## config.mk

```make
export PLATFORM = sky130hd
export DESIGN_NAME = knps_ctrl
export DESIGN_NICKNAME = d
export VERILOG_FILES = /design/src/rtl/knps_pkg.sv /design/src/rtl/knps_ctrl.sv
export SDC_FILE = /design/constraint.sdc
export NUM_CORES = 1
export LEC_CHECK = 0
export ABC_AREA = 1
export BUFFER_PORTS_ARGS = -buffer_cell sky130_fd_sc_hd__clkbuf_2
export CORE_ASPECT_RATIO = 0.9
export CORE_MARGIN = 2
export CORE_UTILIZATION = 30
export CTS_CLUSTER_DIAMETER = 60
export CTS_CLUSTER_SIZE = 16
export DETAILED_ROUTE_END_ITERATION = 10
export PLACE_DENSITY = 0.52
export SYNTH_ARGS = -nofsm -noshare
export SYNTH_HDL_FRONTEND = slang
export SYNTH_SLANG_ARGS = --single-unit
```

## constraint.sdc

```tcl
create_clock -name clk -period 2.8 [get_ports clk]
set_input_delay 0.28 -clock clk [delete_from_list [all_inputs] [get_ports clk]]
set_output_delay 0.28 -clock clk [all_outputs]
set_load 0.005 [all_outputs]
```

## src/rtl/knps_pkg.sv

```systemverilog
// ----------------------------------------------------------------------------
// knps_pkg
// Shared types and constants of the k-nearest point select unit.
// ----------------------------------------------------------------------------
package knps_pkg;

	// configuration register widths and indexes
	localparam int LC_W      = 7;
	localparam int SC_W      = 4;
	localparam int CFG_W     = 7;
	localparam int CFG_IDX_W = 1;

	localparam logic [CFG_IDX_W-1:0] REG_LIGHT_COUNT  = 1'b0;
	localparam logic [CFG_IDX_W-1:0] REG_SHADOW_COUNT = 1'b1;

	localparam logic [LC_W-1:0] LIGHT_COUNT_RST  = 7'd64;
	localparam logic [SC_W-1:0] SHADOW_COUNT_RST = 4'd4;

	// input item kinds
	localparam logic CMD_LOAD  = 1'b0;
	localparam logic CMD_QUERY = 1'b1;

	typedef enum logic [2:0] {
		ST_IDLE,
		ST_SCAN,
		ST_DRAIN,
		ST_EMIT_RD,
		ST_EMIT_LD
	} state_t;

	// controller to datapath
	typedef struct packed {
		logic mem_we;
		logic rd_en;
		logic rd_scan;
		logic scan_vld;
		logic cam_load;
		logic clear_best;
		logic pop_best;
		logic out_load;
		logic out_last;
	} knps_cmd_t;

	// datapath to controller
	typedef struct packed {
		logic pipe_empty;
		logic out_free;
	} knps_sts_t;

endpackage

```

## src/rtl/knps_ctrl.sv

```systemverilog
// ----------------------------------------------------------------------------
// knps_ctrl
// Sequencer: config registers, scan and emit counters, command generation.
// ----------------------------------------------------------------------------
module knps_ctrl #(
	parameter int MAX_POINTS = 64,
	parameter int MAX_SELECT = 8
) (
	input  logic                               clk,
	input  logic                               arst_n,
	input  logic                               in_valid,
	output logic                               in_ready,
	input  logic                               in_cmd,
	input  logic                               cfg_we,
	input  logic [knps_pkg::CFG_IDX_W-1:0]     cfg_index,
	input  logic [knps_pkg::CFG_W-1:0]         cfg_wdata,
	input  knps_pkg::knps_sts_t                sts,
	output knps_pkg::knps_cmd_t                cmd,
	output logic [$clog2(MAX_POINTS)-1:0]      scan_addr,
	output logic [$clog2(MAX_SELECT+1)-1:0]    sel_count
);

	localparam int IDX_W = $clog2(MAX_POINTS);
	localparam int CNT_W = $clog2(MAX_POINTS + 1);
	localparam int SEL_W = $clog2(MAX_SELECT + 1);
	localparam int NW    = (CNT_W > knps_pkg::LC_W) ? CNT_W : knps_pkg::LC_W;
	localparam int KW0   = (CNT_W > knps_pkg::SC_W) ? CNT_W : knps_pkg::SC_W;
	localparam int KW    = (KW0 > SEL_W) ? KW0 : SEL_W;

	knps_pkg::state_t              state_q, state_d;
	logic [knps_pkg::LC_W-1:0]     light_count_q;
	logic [knps_pkg::SC_W-1:0]     shadow_count_q;
	logic [CNT_W-1:0]              n_q;
	logic [SEL_W-1:0]              k_q;
	logic [IDX_W-1:0]              scan_cnt_q;
	logic [SEL_W-1:0]              emit_cnt_q;

	logic [NW-1:0]                 lc_ext;
	logic [CNT_W-1:0]              n_c;
	logic [KW-1:0]                 k_t;
	logic [SEL_W-1:0]              k_c;
	logic                          accept;
	logic                          last_scan;
	logic                          last_emit;

	// participating count and result count for the next query
	always_comb begin
		lc_ext = NW'(light_count_q);
		if (lc_ext > NW'(MAX_POINTS)) begin
			n_c = CNT_W'(MAX_POINTS);
		end else begin
			n_c = lc_ext[CNT_W-1:0];
		end
		k_t = KW'(shadow_count_q);
		if (k_t > KW'(n_c)) begin
			k_t = KW'(n_c);
		end
		if (k_t > KW'(MAX_SELECT)) begin
			k_t = KW'(MAX_SELECT);
		end
		k_c = k_t[SEL_W-1:0];
	end

	assign accept    = in_valid && in_ready;
	assign last_scan = (CNT_W'(scan_cnt_q) == (n_q - CNT_W'(1)));
	assign last_emit = (emit_cnt_q == (k_q - SEL_W'(1)));
	assign scan_addr = scan_cnt_q;
	assign sel_count = k_q;

	always_ff @(posedge clk or negedge arst_n) begin
		if (!arst_n) begin
			light_count_q  <= knps_pkg::LIGHT_COUNT_RST;
			shadow_count_q <= knps_pkg::SHADOW_COUNT_RST;
		end else if (cfg_we) begin
			unique case (cfg_index)
				knps_pkg::REG_LIGHT_COUNT:  light_count_q  <= cfg_wdata;
				knps_pkg::REG_SHADOW_COUNT: shadow_count_q <= cfg_wdata[knps_pkg::SC_W-1:0];
				default: ;
			endcase
		end
	end

	always_ff @(posedge clk or negedge arst_n) begin
		if (!arst_n) begin
			state_q    <= knps_pkg::ST_IDLE;
			n_q        <= '0;
			k_q        <= '0;
			scan_cnt_q <= '0;
			emit_cnt_q <= '0;
		end else begin
			state_q <= state_d;
			if (state_q == knps_pkg::ST_IDLE && accept && in_cmd == knps_pkg::CMD_QUERY) begin
				n_q        <= n_c;
				k_q        <= k_c;
				scan_cnt_q <= '0;
			end
			if (state_q == knps_pkg::ST_SCAN) begin
				scan_cnt_q <= scan_cnt_q + IDX_W'(1);
			end
			if (state_q == knps_pkg::ST_DRAIN) begin
				emit_cnt_q <= '0;
			end
			if (state_q == knps_pkg::ST_EMIT_LD && sts.out_free) begin
				emit_cnt_q <= emit_cnt_q + SEL_W'(1);
			end
		end
	end

	always_comb begin
		state_d  = state_q;
		cmd      = '0;
		in_ready = 1'b0;
		unique case (state_q)
			knps_pkg::ST_IDLE: begin
				in_ready = 1'b1;
				if (accept) begin
					if (in_cmd == knps_pkg::CMD_LOAD) begin
						cmd.mem_we = 1'b1;
					end else begin
						cmd.cam_load   = 1'b1;
						cmd.clear_best = 1'b1;
						if (k_c != '0) begin
							state_d = knps_pkg::ST_SCAN;
						end
					end
				end
			end
			knps_pkg::ST_SCAN: begin
				cmd.rd_en    = 1'b1;
				cmd.rd_scan  = 1'b1;
				cmd.scan_vld = 1'b1;
				if (last_scan) begin
					state_d = knps_pkg::ST_DRAIN;
				end
			end
			knps_pkg::ST_DRAIN: begin
				if (sts.pipe_empty) begin
					state_d = knps_pkg::ST_EMIT_RD;
				end
			end
			knps_pkg::ST_EMIT_RD: begin
				cmd.rd_en = 1'b1;
				state_d   = knps_pkg::ST_EMIT_LD;
			end
			knps_pkg::ST_EMIT_LD: begin
				if (sts.out_free) begin
					cmd.out_load = 1'b1;
					cmd.out_last = last_emit;
					cmd.pop_best = 1'b1;
					state_d      = last_emit ? knps_pkg::ST_IDLE : knps_pkg::ST_EMIT_RD;
				end
			end
			default: state_d = knps_pkg::ST_IDLE;
		endcase
	end

endmodule

```

==> results of run 1 <==
kinds of logic (layout without fill, tap and decap cells):
| group | Yosys count | in the layout | share of synthesized area (%) |
|---|---|---|---|
| AO/OA/AOI/OAI | 40 | 40 | 11.00 |
| XOR/XNOR | 7 | 7 | 2.851 |
| adder cells (fa/ha/maj) | 8 | 8 | 4.654 |
| buffers and inverters | 51 | 87 | 9.656 |
| flip-flops | 35 | 35 | 40.84 |
| AND/OR/NAND/NOR | 140 | 140 | 31.01 |
synthesized netlist by cell type:
master     instances
a21boi_2           1
a21oi_1            8
a21oi_2            1
a22o_1             1
buf_2              1
buf_4              4
clkbuf_1           1
dfrtp_1           33
dfstp_2            2
ha_1               8
inv_1             36
inv_2              9
nand2_1           73
nand2_2            7
nand2_4            1
nand3_1           21
nand3_2            1
nand3b_1           2
nand4_1            1
nand4_2            1
nor2_1            19
nor2_2             6
nor2_4             3
nor3_1             1
nor3_4             1
nor3b_2            1
nor4_1             1
o2111ai_1          1
o21a_1             1
o21ai_0           16
o21ai_1            4
o21ai_2            2
o22ai_1            4
o32ai_1            1
or2_1              1
xnor2_1            4
xor2_1             3
stage by stage:
| stage | cell area (µm²) | setup WS (ns) | power (W) | utilization (%) |
|---|---|---|---|---|
| 2_1_floorplan | 2151 | 0.7807 | 0.001705 | - |
| 3_5_place_dp | 2406 | 0.5529 | 0.002017 | 34.36 |
| 6_report | 2494 | 0.5579 | 0.002358 | 35.61 |
| 5_1_grt | 2494 | 0.2570 | 0.002641 | 35.61 |
| 3_3_place_gp | 2406 | 0.6437 | 0.001998 | 34.36 |
| 4_1_cts | 2494 | 0.5369 | 0.002403 | 35.61 |
flip-flops by register name (all words and copies together), names as in the netlist:
| register | cells |
|---|---|
| lc_ext | 7 |
| state_q | 3 |
| sel_count | 4 |
| scan_addr | 6 |
| n_q | 7 |
| emit_cnt_q | 4 |
| shadow_count_q | 4 |
routing by layer:
layer / track usage, % / vias up
li1: - / 963
met1: 18.07 / 817
met2: 19.16 / 30
met3: 3.142 / 7
met4: 4.412 / 0
met5: 0 / -
final timing paths:
| check | slack [ns] | startpoint | to | cells after the start |
|---|---|---|---|---|
| max in group asynchronous | 2.13 | arst_n | state_q[2] | 1 |
| worst max-delay path | 0.56 | lc_ext[0] | state_q[1] | 15 |
| worst min register to register | 0.50 | shadow_count_q[0] | shadow_count_q[0] | 2 |
| min in group clk | 0.20 | cfg_wdata[2] | shadow_count_q[2] | 3 |
| worst min-delay path | 0.11 | arst_n | shadow_count_q[1] | 1 |
| worst max register to register | 0.56 | lc_ext[0] | state_q[1] | 15 |
power groups by stage:
| stage | Clock (W) | Sequential [W] | Combinational (W) |
|---|---|---|---|
| after floorplan | 0 | 0.000808 | 0.000897 |
| after global placement | 0 | 0.000844 | 0.00115 |
| after detailed placement | 0 | 0.000846 | 0.00117 |
| after CTS | 0.000392 | 0.000836 | 0.00118 |
| after global routing | 0.000420 | 0.000864 | 0.00136 |
| final | 0.000375 | 0.000831 | 0.00115 |
cells in the final DEF (no fill, tap or decap), types with 3 or more instances in the layout:
cell,n
nor2_2,6
nor2_1,19
dfrtp_1,33
nand3_1,21
xnor2_1,4
o21ai_0,16
o22ai_1,4
inv_2,9
clkbuf_8,6
nand2_1,73
xor2_1,3
ha_1,8
a21oi_1,8
nor2_4,3
inv_1,36
o21ai_1,4
clkbuf_2,34
nand2_2,7
area by class of cell:
type	count	area, µm²	area share (%)
repair buffers	35	177.7	7.125
flip-flops and latches	35	878.3	35.22
clock buffers	6	82.58	3.312
multi-input cells	195	1065	42.70
inverters	45	168.9	6.774
well taps	93	116.4	4.666
clock inverters	1	5.005	0.2007
critical path: stages, from the launching register on:
cell      delay [ns]
dfrtp_1         0.43
nor2_1          0.12
nand3_1         0.11
a21boi_2        0.18
inv_1           0.06
ha_1            0.30
a21oi_1         0.17
nand2_1         0.06
nand2_1         0.07
nand2_2         0.09
nand3_1         0.12
nand2_1         0.09
nor2_1          0.09
nand3_1         0.11
nand3_1         0.10
nand2_1         0.05
==> summary.md, run 1 <==
| Metric | Value |
|---|---|
| Layout fillers | `~750` |
| H-tree depth | `2` |
| # IOs | `35` |
| Detail Route Antenna Nets | `0` |
| Die W | `~93 µm` |
| Final setup fails | `0` |
| FP Rows | `29` |
| Maximum fanout along the worst path | `4` |
| WL final | `between 4000 and 5000 µm` |
| Post-Synthesis Cell Area | `between 2000 and 2500 µm²` |
| Cts bufs inserted | `5` |
| Top Metal Used | `met4` |
| Post-DP HPWL | `3584 µm` |
| # DRC | `0` |
| CTS tree | `yes` |
| RSZ-0062 raised after global routing | `false` |
| Synth top area share | `38.39%` |
| Overall Global Routing Usage | `12.82%` |
| Worst hold margin | `0.1127 ns` |
| Power per cell area | `945.4 nW/µm²` |
| Final Cycle Share | `roughly 80%` |
| Clock share of power | `roughly 16%` |
| Max clock buf depth | `2` |
| Yosys cell types | `37` |
| Cell count after placement | `403` |
| CTS clk-pin slew, worst paths | `0.07 ns` |
| Share of layout cells above drive strength 1 | `24.61%` |
| Worst setup SP type | `flip-flop` |
| HP Class | `in2async` |
| Rel. slew slack | `approximately 40%` |
| Max-cap violations | `0` |
| PortBufs | `34` |
| Synth area leader | `dfrtp_1` |
| First-pass GRT wire length | `8121 µm` |
| Ranking of synthesized cells by area | `dfrtp_1 38%, nand2_1 13%, inv_1 6.3%, nand3_1 4.9%, ha_1 4.7%` |
| Status | `finished, final reports clean` |
| PostCTS Resize Cnt | `0` |
| Metal3 WL | `around 170 µm` |
| Clock latency on the worst-skew pair | `0.29 ns` |
| Seq pwr share | `35.2%` |
| Mapped Cells | `roughly 280` |
| Post-Syn Nets | `304` |
| # Post-CTS Setup Buffers | `0` |
| FMAX | `446.0 MHz` |
| DIE HEIGHT | `84.33 µm` |
| CTS Hold Bufs | `0` |
| CTS root buf | `clkbuf_8` |
| P_int | `roughly 0.0013 W` |
| Mapped Avg Cell Area | `7.654 µm²` |
| CTS Sinks | `35` |
| Clock skew | `0.001764 ns` |
| Crit Path Category | `reg2reg` |
| Min cycle time layout | `approximately 2.2 ns` |
| Post-synthesis register bit count | `35` |
| Routed vias/inst | `4.432` |
| Final Slew Violations | `0` |
| Largest net degree at the start of global routing | `36` |
| Fin Setup TNS | `0 ns` |
| Vias in the first global route | `1737` |
| Worst-Margin Slew | `~0.9 ns` |
| Antenna violations before repair | `0` |
| Non-Filler Instances | `410` |
| Initial Utilization | `30.71%` |
| # diodes | `0` |
| Worst vdd ir | `0.2626 mV` |
| Die area | `7863 µm²` |
| Core Area | `7003 µm²` |
| DR WL met2 | `1964 µm` |
| Switching Fraction | `between 40 and 50%` |
| Final net count | `340` |
| Vias | `approximately 1800` |
| CP arrival | `2.42 ns` |
| Post-synthesis sequential area ratio | `40.84%` |
| Routed WL per cell | `roughly 11 µm` |
| Grt ovf | `0` |
| Routability Congestion | `0.8627` |
| Worst setup EP type | `flip-flop` |
| Met1 wire length | `2327 µm` |
| Drt first pass iters | `4` |
| Logic gate share of total power | `48.9%` |
| CP required | `slightly below 3 ns` |
| DRT iter0 DRCs | `75` |
| Yosys warns | `0` |
| Area Growth Syn to Fin | `15.94%` |
| Sw Pwr | `0.001030 W` |
| Leak | `1.312 nW` |
| Endpoints failing hold | `0` |
Note: power is estimated with default switching activity, not from simulation.
==> inputs of run 2 (changes only) <==
--- a/config.mk
+++ b/config.mk
@@ -5,7 +5,7 @@
 export SDC_FILE = /design/constraint.sdc
 export NUM_CORES = 1
 export LEC_CHECK = 0
-export ABC_AREA = 1
+export ABC_AREA = 0
 export BUFFER_PORTS_ARGS = -buffer_cell sky130_fd_sc_hd__clkbuf_2
 export CORE_ASPECT_RATIO = 0.9
 export CORE_MARGIN = 2
@@ -13,7 +13,7 @@
 export CTS_CLUSTER_DIAMETER = 60
 export CTS_CLUSTER_SIZE = 16
 export DETAILED_ROUTE_END_ITERATION = 10
-export PLACE_DENSITY = 0.52
+export PLACE_DENSITY = 0.54
 export SYNTH_ARGS = -nofsm -noshare
 export SYNTH_HDL_FRONTEND = slang
 export SYNTH_SLANG_ARGS = --single-unit
==> constraint.sdc (replaced) <==
create_clock -name clk -period 2 [get_ports clk]
set_input_delay 0.2 -clock clk [delete_from_list [all_inputs] [get_ports clk]]
set_output_delay 0.2 -clock clk [all_outputs]
set_load 0.005 [all_outputs]
==> summary.md, run 2 <==
| Metric | Value |
|---|---|
| Status | `finished, violations left` |
| Violated checks | `setup timing` |
| Initial Utilization | `31.54% (+0.83 points)` |
| Setup crit start | `lc_ext[6]` |
| Most frequent cell after synthesis | `dfrtp_1` |
| Min cycle time layout | `2.095 ns (-0.1476 ns)` |
| Ranking of synthesized cells by area | `dfrtp_1 39%, mux2_2 6.9%, o21ai_0 5.7%, nand2_1 4.8%, ha_1 4.7%` |
| Clock latency on the worst-skew pair | `0.28 ns (about the same)` |
| Worst vdd ir | `0.3938 mV (+50%)` |
| Cts bufs inserted | `5 (unchanged)` |
| First-pass GRT wire length | `8769 µm (+8.0%)` |
| CTS tree | `yes` |
| Vias | `1785 (-1.8%)` |
| PortBufs | `34 (unchanged)` |
| Worst-Margin Slew | `0.6273 ns (-0.2783 ns)` |
| Worst setup SP type | `flip-flop` |
| Post-synthesis sequential area ratio | `41.61% (+0.77 points)` |
| R2r startpoint | `lc_ext[6]` |
| Maximum fanout along the worst path | `4 (unchanged)` |
| Main synth FF type | `dfrtp_1` |
| CP required | `2.16 ns (-0.82 ns)` |
| Largest net degree at the start of global routing | `23 (-36%)` |
| Antenna violations before repair | `0 (unchanged)` |
| # diodes | `0 (unchanged)` |
| Leak | `1.221 nW (-6.9%)` |
| Synth top area share | `39.12% (+0.73 points)` |
| # IOs | `35 (unchanged)` |
| HP Class | `in2reg` |
| Hold path start | `cfg_wdata[4]` |
| H-tree depth | `2 (unchanged)` |
| Rel. slew slack | `58.09% (+18 points)` |
| Drt first pass iters | `4 (unchanged)` |
| Final WS setup | `-0.09454 ns (-0.6524 ns)` |
| Mapped Avg Cell Area | `9.299 µm² (+21%)` |
| Worst hold margin | `0.1511 ns (+0.03839 ns)` |
| FMAX | `477.4 MHz (+7.0%)` |
| Post-synthesis register bit count | `35 (unchanged)` |
| Fin area | `2729 µm² (+9.4%)` |
| Crit Path Category | `reg2reg` |
| Post-DP HPWL | `3732 µm (+4.1%)` |
| Routability Congestion | `0.8119 (-5.9%)` |
| Worst setup EP type | `flip-flop` |
| Most frequent cells in the layout | `33 x dfrtp_1, 33 x clkbuf_2, 27 x nand2_1` |
| RSZ-0062 raised after global routing | `true` |
| FP Rows | `28 (-3.4%)` |
| Yosys warns | `0 (unchanged)` |
| # DRC | `0 (unchanged)` |
| Grt ovf | `0 (unchanged)` |
| Endpoints failing hold | `0 (unchanged)` |
| Clock skew | `0.005797 ns (+0.004033 ns)` |
| DIE HEIGHT | `83.58 µm (-0.89%)` |
| Final Slew Violations | `0 (unchanged)` |
| Die area | `7724 µm² (-1.8%)` |
| Routed WL per cell | `13.12 µm (+19%)` |
| Detail Route Antenna Nets | `0 (unchanged)` |
| Share of layout cells above drive strength 1 | `34.63% (+10 points)` |
| Async set-reset flop share out of synthesis | `100.0% (unchanged)` |
| Post-Syn Nets | `250 (-18%)` |
| Core Area | `6691 µm² (-4.4%)` |
| Area Growth Syn to Fin | `29.28%` |
| Die W | `92.42 µm (-0.90%)` |
| Final Cycle Share | `104.7% (+25 points)` |
| Final net count | `305 (-10%)` |
| Overall Global Routing Usage | `13.89% (+1.1 points)` |
| CTS Sinks | `35 (unchanged)` |
| Yosys cell types | `44 (+19%)` |
| Final setup fails | `3 (+3)` |
| Synth cell count leaders | `33 x dfrtp_1, 27 x nand2_1, 24 x o21ai_0` |
| Max clock buf depth | `2 (unchanged)` |
| CTS clk-pin slew, worst paths | `0.07 ns (about the same)` |
| Vias in the first global route | `1808 (+4.1%)` |
| CTS root buf | `clkbuf_8` |
| Routed vias/inst | `4.786 (+8.0%)` |
| DRT iter0 DRCs | `83 (+11%)` |
| Synth area leader | `dfrtp_1` |
| Post-Place Cell Area | `2509 µm² (+4.3%)` |
| Post-synth EDFFs | `0 (unchanged)` |
| Power per cell area | `1336 nW/µm² (+41%)` |
| Mapped Cells | `227 (-19%)` |
| Post-Synthesis Cell Area | `2111 µm² (-1.9%)` |
| WL final | `4895 µm (+7.9%)` |
| Max-cap violations | `0 (unchanged)` |
| CP arrival | `2.26 ns (-0.16 ns)` |
==> run 2: timing repair <==
action,4_1_cts,5_1_grt
endpoints found under the hold margin,12,0
resized for setup,15,4
buffers inserted,2,0
cloned,0,0
pin swaps,6,5
endpoints found under the setup margin,2,8
hold buffers,1,0
==> run 2: metrics by stage <==
stage               instances  util [%]  TNS [ns]  setup slack (ns)  total power [W]
floorplan                 227         -  -0.06018          -0.06018         0.002298
global placement          362     37.49  -0.02695          -0.02695         0.002844
detailed placement        362     37.49  -0.09826          -0.09826         0.002870
CTS                       373     40.63   -0.1286          -0.08969         0.003661
global route              373     40.78   -0.5979           -0.1676         0.003996
finish                    373     40.78   -0.1329          -0.09454         0.003645
==> run 2: critical path, stage by stage, from the launching register on <==
cell and delay (ns):
dfstp_2 0.38, buf_4 0.13, nor2b_1 0.22, ha_2 0.26, nor2b_4 0.04, o211ai_1 0.27, a21oi_4 0.10, mux2_4 0.30
a221o_1 0.28
==> run 2: path summary, 6_finish.rpt <==
path	depth (start not counted)	endpoint	slack [ns]
min in group asynchronous	2	scan_addr[1]	0.35
worst min register to register	1	lc_ext[5]	0.55
max in group asynchronous	3	shadow_count_q[2]	1.07
worst max-delay path	8	state_q[0]	-0.09
worst min-delay path	2	lc_ext[4]	0.15
worst max register to register	8	state_q[0]	-0.09
==> run 2: cell families (layout without fill, tap and decap cells) <==
| family | count (synthesis) | in the layout | share of synthesized area, % |
|---|---|---|---|
| XOR/XNOR | 12 | 12 | 4.979 |
| AO/OA/AOI/OAI | 47 | 47 | 13.52 |
| multiplexers | 17 | 17 | 8.832 |
| flip-flops | 35 | 35 | 41.61 |
| buffers and inverters | 20 | 76 | 4.327 |
| adder cells (fa/ha/maj) | 8 | 8 | 4.742 |
| AND/OR/NAND/NOR | 88 | 88 | 21.99 |
==> run 2: power by group <==
group | total [W] | leakage [nW] | switching [W] | internal (W)
Clock | 0.000654 | 0.0612 | 0.000251 | 0.000403
Combinational | 0.00178 | 0.742 | 0.000883 | 0.000898
Sequential | 0.00121 | 0.418 | 0.000284 | 0.000925
Total | 0.00365 | 1.22 | 0.00142 | 0.00223
==> run 2: layout make-up <==
| class | count | area (µm²) |
|---|---|---|
| Multi-Input combinational cell | 172 | 1230 |
| Clock buffer | 6 | 82.58 |
| Timing Repair Buffer | 57 | 349.1 |
| Tap cell | 90 | 112.6 |
| Clock inverter | 2 | 35.03 |
| Fill cell | 670 | 3963 |
| Sequential cell | 35 | 878.3 |
| Inverter | 11 | 41.29 |
==> run 2: per-layer routing <==
layer	part of all wire (%)	wire length [µm]	vias up	global-route usage, %
met4	0.31	15	0	2.714
met2	44	2145	34	20.97
met5	0	0	-	0
met1	52	2539	846	20.33
li1	-	-	903	-
met3	3.9	193	2	3.162
==> inputs of run 3 (changes only) <==
--- a/config.mk
+++ b/config.mk
@@ -5,7 +5,7 @@
 export SDC_FILE = /design/constraint.sdc
 export NUM_CORES = 1
 export LEC_CHECK = 0
-export ABC_AREA = 0
+export ABC_AREA = 1
 export BUFFER_PORTS_ARGS = -buffer_cell sky130_fd_sc_hd__clkbuf_2
 export CORE_ASPECT_RATIO = 0.9
 export CORE_MARGIN = 2
@@ -13,7 +13,7 @@
 export CTS_CLUSTER_DIAMETER = 60
 export CTS_CLUSTER_SIZE = 16
 export DETAILED_ROUTE_END_ITERATION = 10
-export PLACE_DENSITY = 0.54
+export PLACE_DENSITY = 0.53
 export SYNTH_ARGS = -nofsm -noshare
 export SYNTH_HDL_FRONTEND = slang
 export SYNTH_SLANG_ARGS = --single-unit
==> summary.md, run 3 (synthesis results as in run 1) <==
| Metric | Value |
|---|---|
| Die area | `7863 µm² (+1.8%)` |
| Min cycle time layout | `2.093 ns (-0.001228 ns)` |
| Final Cycle Share | `104.7% (about the same)` |
| Metal3 WL | `132 µm (-32%)` |
| Worst setup EP type | `flip-flop` |
| HP Class | `in2reg` |
| Max-cap violations | `0 (unchanged)` |
| Routability Congestion | `0.8343 (+2.8%)` |
| Crit Path Category | `reg2reg` |
| Top Metal Used | `met4` |
| CP cell instances | `nor2_4, nand3_2, a21boi_2, inv_2, ha_4, nand3_1, nand2_1, nand2_1, nand2_2, nand2_4, nand2_2, nand2_2, nor2_4, nand3_2, nand3_2, nand2_1` |
| Status | `finished, violations left` |
| Area Growth Syn to Fin | `28.16%` |
| Grt ovf | `0 (unchanged)` |
| CTS clk-pin slew, worst paths | `0.08 ns (about the same)` |
| Max clock buf depth | `2 (unchanged)` |
| Routed WL per cell | `10.86 µm (-17%)` |
| Layout fillers | `750 (+12%)` |
| Power per cell area | `1313 nW/µm² (-1.7%)` |
| Vias | `1876 (+5.1%)` |
| WL final | `4679 µm (-4.4%)` |
| Most common cell after layout, fill and taps aside | `nand2_1` |
| Endpoints failing hold | `0 (unchanged)` |
| Final WS setup | `-0.09331 ns (+0.001228 ns)` |
| DIE HEIGHT | `84.33 µm (+0.90%)` |
| Cts bufs inserted | `5 (unchanged)` |
| Cell family with most CP delay | `simple AND/OR/NAND/NOR gates` |
| CTS root buf | `clkbuf_8` |
| Register-to-register setup slack | `-0.09 ns (about the same)` |
| Post-Place Cell Area | `2524 µm² (+0.60%)` |
| Worst stage delay on the critical path | `0.41 ns (+0.03 ns)` |
| Most frequent cells in the layout | `71 x nand2_1, 34 x clkbuf_2, 33 x inv_1, 33 x dfrtp_1, 20 x buf_4` |
| Clock skew | `0.01025 ns (+0.004456 ns)` |
| Final net count | `360 (+18%)` |
| Initial Utilization | `30.71% (-0.83 points)` |
| CTS Sinks | `35 (unchanged)` |
| DR WL met2 | `2084 µm (-2.8%)` |
| # diodes | `0 (unchanged)` |
| DRT iter0 DRCs | `67 (-19%)` |
| Met1 wire length | `2400 µm (-5.5%)` |
| RSZ-0062 raised after global routing | `true` |
| FP Rows | `29 (+3.6%)` |
| First-pass GRT wire length | `8424 µm (-3.9%)` |
| Vias in the first global route | `1834 (+1.4%)` |
| Share of layout cells above drive strength 1 | `34.62% (about the same)` |
| Leak | `1.431 nW (+17%)` |
| Worst setup SP type | `flip-flop` |
| # DRC | `0 (unchanged)` |
| Core Area | `7003 µm² (+4.7%)` |
| CTS tree | `yes` |
| CP arrival | `2.29 ns (+0.03 ns)` |
| Drt first pass iters | `4 (unchanged)` |
| Clock latency on the worst-skew pair | `0.30 ns (+0.02 ns)` |
| Detail Route Antenna Nets | `0 (unchanged)` |
| Maximum fanout along the worst path | `5 (+1)` |
| Largest net degree at the start of global routing | `23 (unchanged)` |
| Final Slew Violations | `0 (unchanged)` |
| Routed vias/inst | `4.353 (-9.0%)` |
| CP Buf/Inv Count | `1 (unchanged)` |
| Antenna violations before repair | `0 (unchanged)` |
| CP max-delay cell | `dfrtp_1` |
| CP required | `2.19 ns (+0.03 ns)` |
| Post-DP HPWL | `3700 µm (-0.87%)` |
| # IOs | `35 (unchanged)` |
| Rel. slew slack | `60.64% (+2.5 points)` |
| Finished Core Util | `39.36% (-1.4 points)` |
| Final setup fails | `5 (+2)` |
| Worst vdd ir | `0.5164 mV (+31%)` |
| FMAX | `477.7 MHz (about the same)` |
| Violated checks | `setup timing` |
| Die W | `93.25 µm (+0.90%)` |
| Worst-Margin Slew | `0.5905 ns (-0.03684 ns)` |
| H-tree depth | `2 (unchanged)` |
| Fin area | `2756 µm² (+1.0%)` |
| Overall Global Routing Usage | `13.40% (-0.50 points)` |
| PortBufs | `34 (unchanged)` |
==> run 3: cell count changes in the layout (fill, tap and decap cells not counted), sizes merged, moves of 3 or more <==
cell	before	now
nand4	5	2
nand2b	9	0
o31ai	3	0
mux2i	4	0
xor2	7	3
nor2b	8	0
nand2	27	81
inv	11	45
nand3	5	22
buf	23	20
nor3	8	2
mux2	13	0
nor2	17	28
==> run 3: final timing paths <==
check                                   from           endpoint  depth (start not counted)
setup / recovery                   lc_ext[5]         state_q[0]                         16
hold / removal                  cfg_wdata[6]          lc_ext[6]                          3
setup reg to reg                   lc_ext[5]         state_q[0]                         16
hold reg to reg            shadow_count_q[0]  shadow_count_q[0]                          2
max in group asynchronous             arst_n             n_q[2]                          3
min in group asynchronous             arst_n      emit_cnt_q[3]                          2
==> run 3: power breakdown <==
group | switching, W | internal [W] | total, W
combinational | 0.00102 | 0.000770 | 0.00179
clock | 0.000266 | 0.000403 | 0.000670
sequential | 0.000239 | 0.000926 | 0.00117
==> run 3: cell type report <==
cell class              count  area [µm²]  area share [%]
repair buffers             55       330.3           11.98
clock buffers               6       82.58           2.996
clock inverters             2       35.03           1.271
flip-flops and latches     35       878.3           31.87
multi-input cells         195        1145           41.53
inverters                  45       168.9           6.128
well taps                  93       116.4           4.222
==> run 3: per-layer routing <==
metal,track usage (%),vias up
li1,-,1006
met1,18.40,837
met2,21.12,25
met3,2.693,8
met4,4.412,0
met5,0,-
==> run 3: timing repair <==
| action | in CTS | in global routing |
|---|---|---|
| hold endpoints to repair | 18 | 0 |
| hold buffers | 1 | 0 |
| gates resized for setup | 7 | 8 |
| endpoints found under the setup margin | 7 | 7 |
| buffers inserted | 3 | 4 |
| pin swaps | 8 | 9 |
==> run 3: worst reg2reg max path, delay by kind of cell (launching register included) <==
family	cells	cell delay, ns
flops	1	0.41
fa+ha+maj	1	0.27
buf+inv	1	0.06
compound gates	1	0.18
simple gates	13	1.07
==> run 3: metrics by stage <==
step	setup slack, ns	total power, W	setup TNS (ns)	cells	hold slack (ns)
2_1_floorplan	0.006425	0.002399	0	281	-0.09559
3_3_place_gp	-0.05064	0.002843	-0.1194	415	0.2271
3_5_place_dp	-0.1333	0.002857	-0.4454	415	0.2197
4_1_cts	-0.1322	0.003589	-0.6644	427	0.1350
5_1_grt	-0.2771	0.004019	-1.496	431	0.1530
6_report	-0.09331	0.003620	-0.3427	431	0.1398
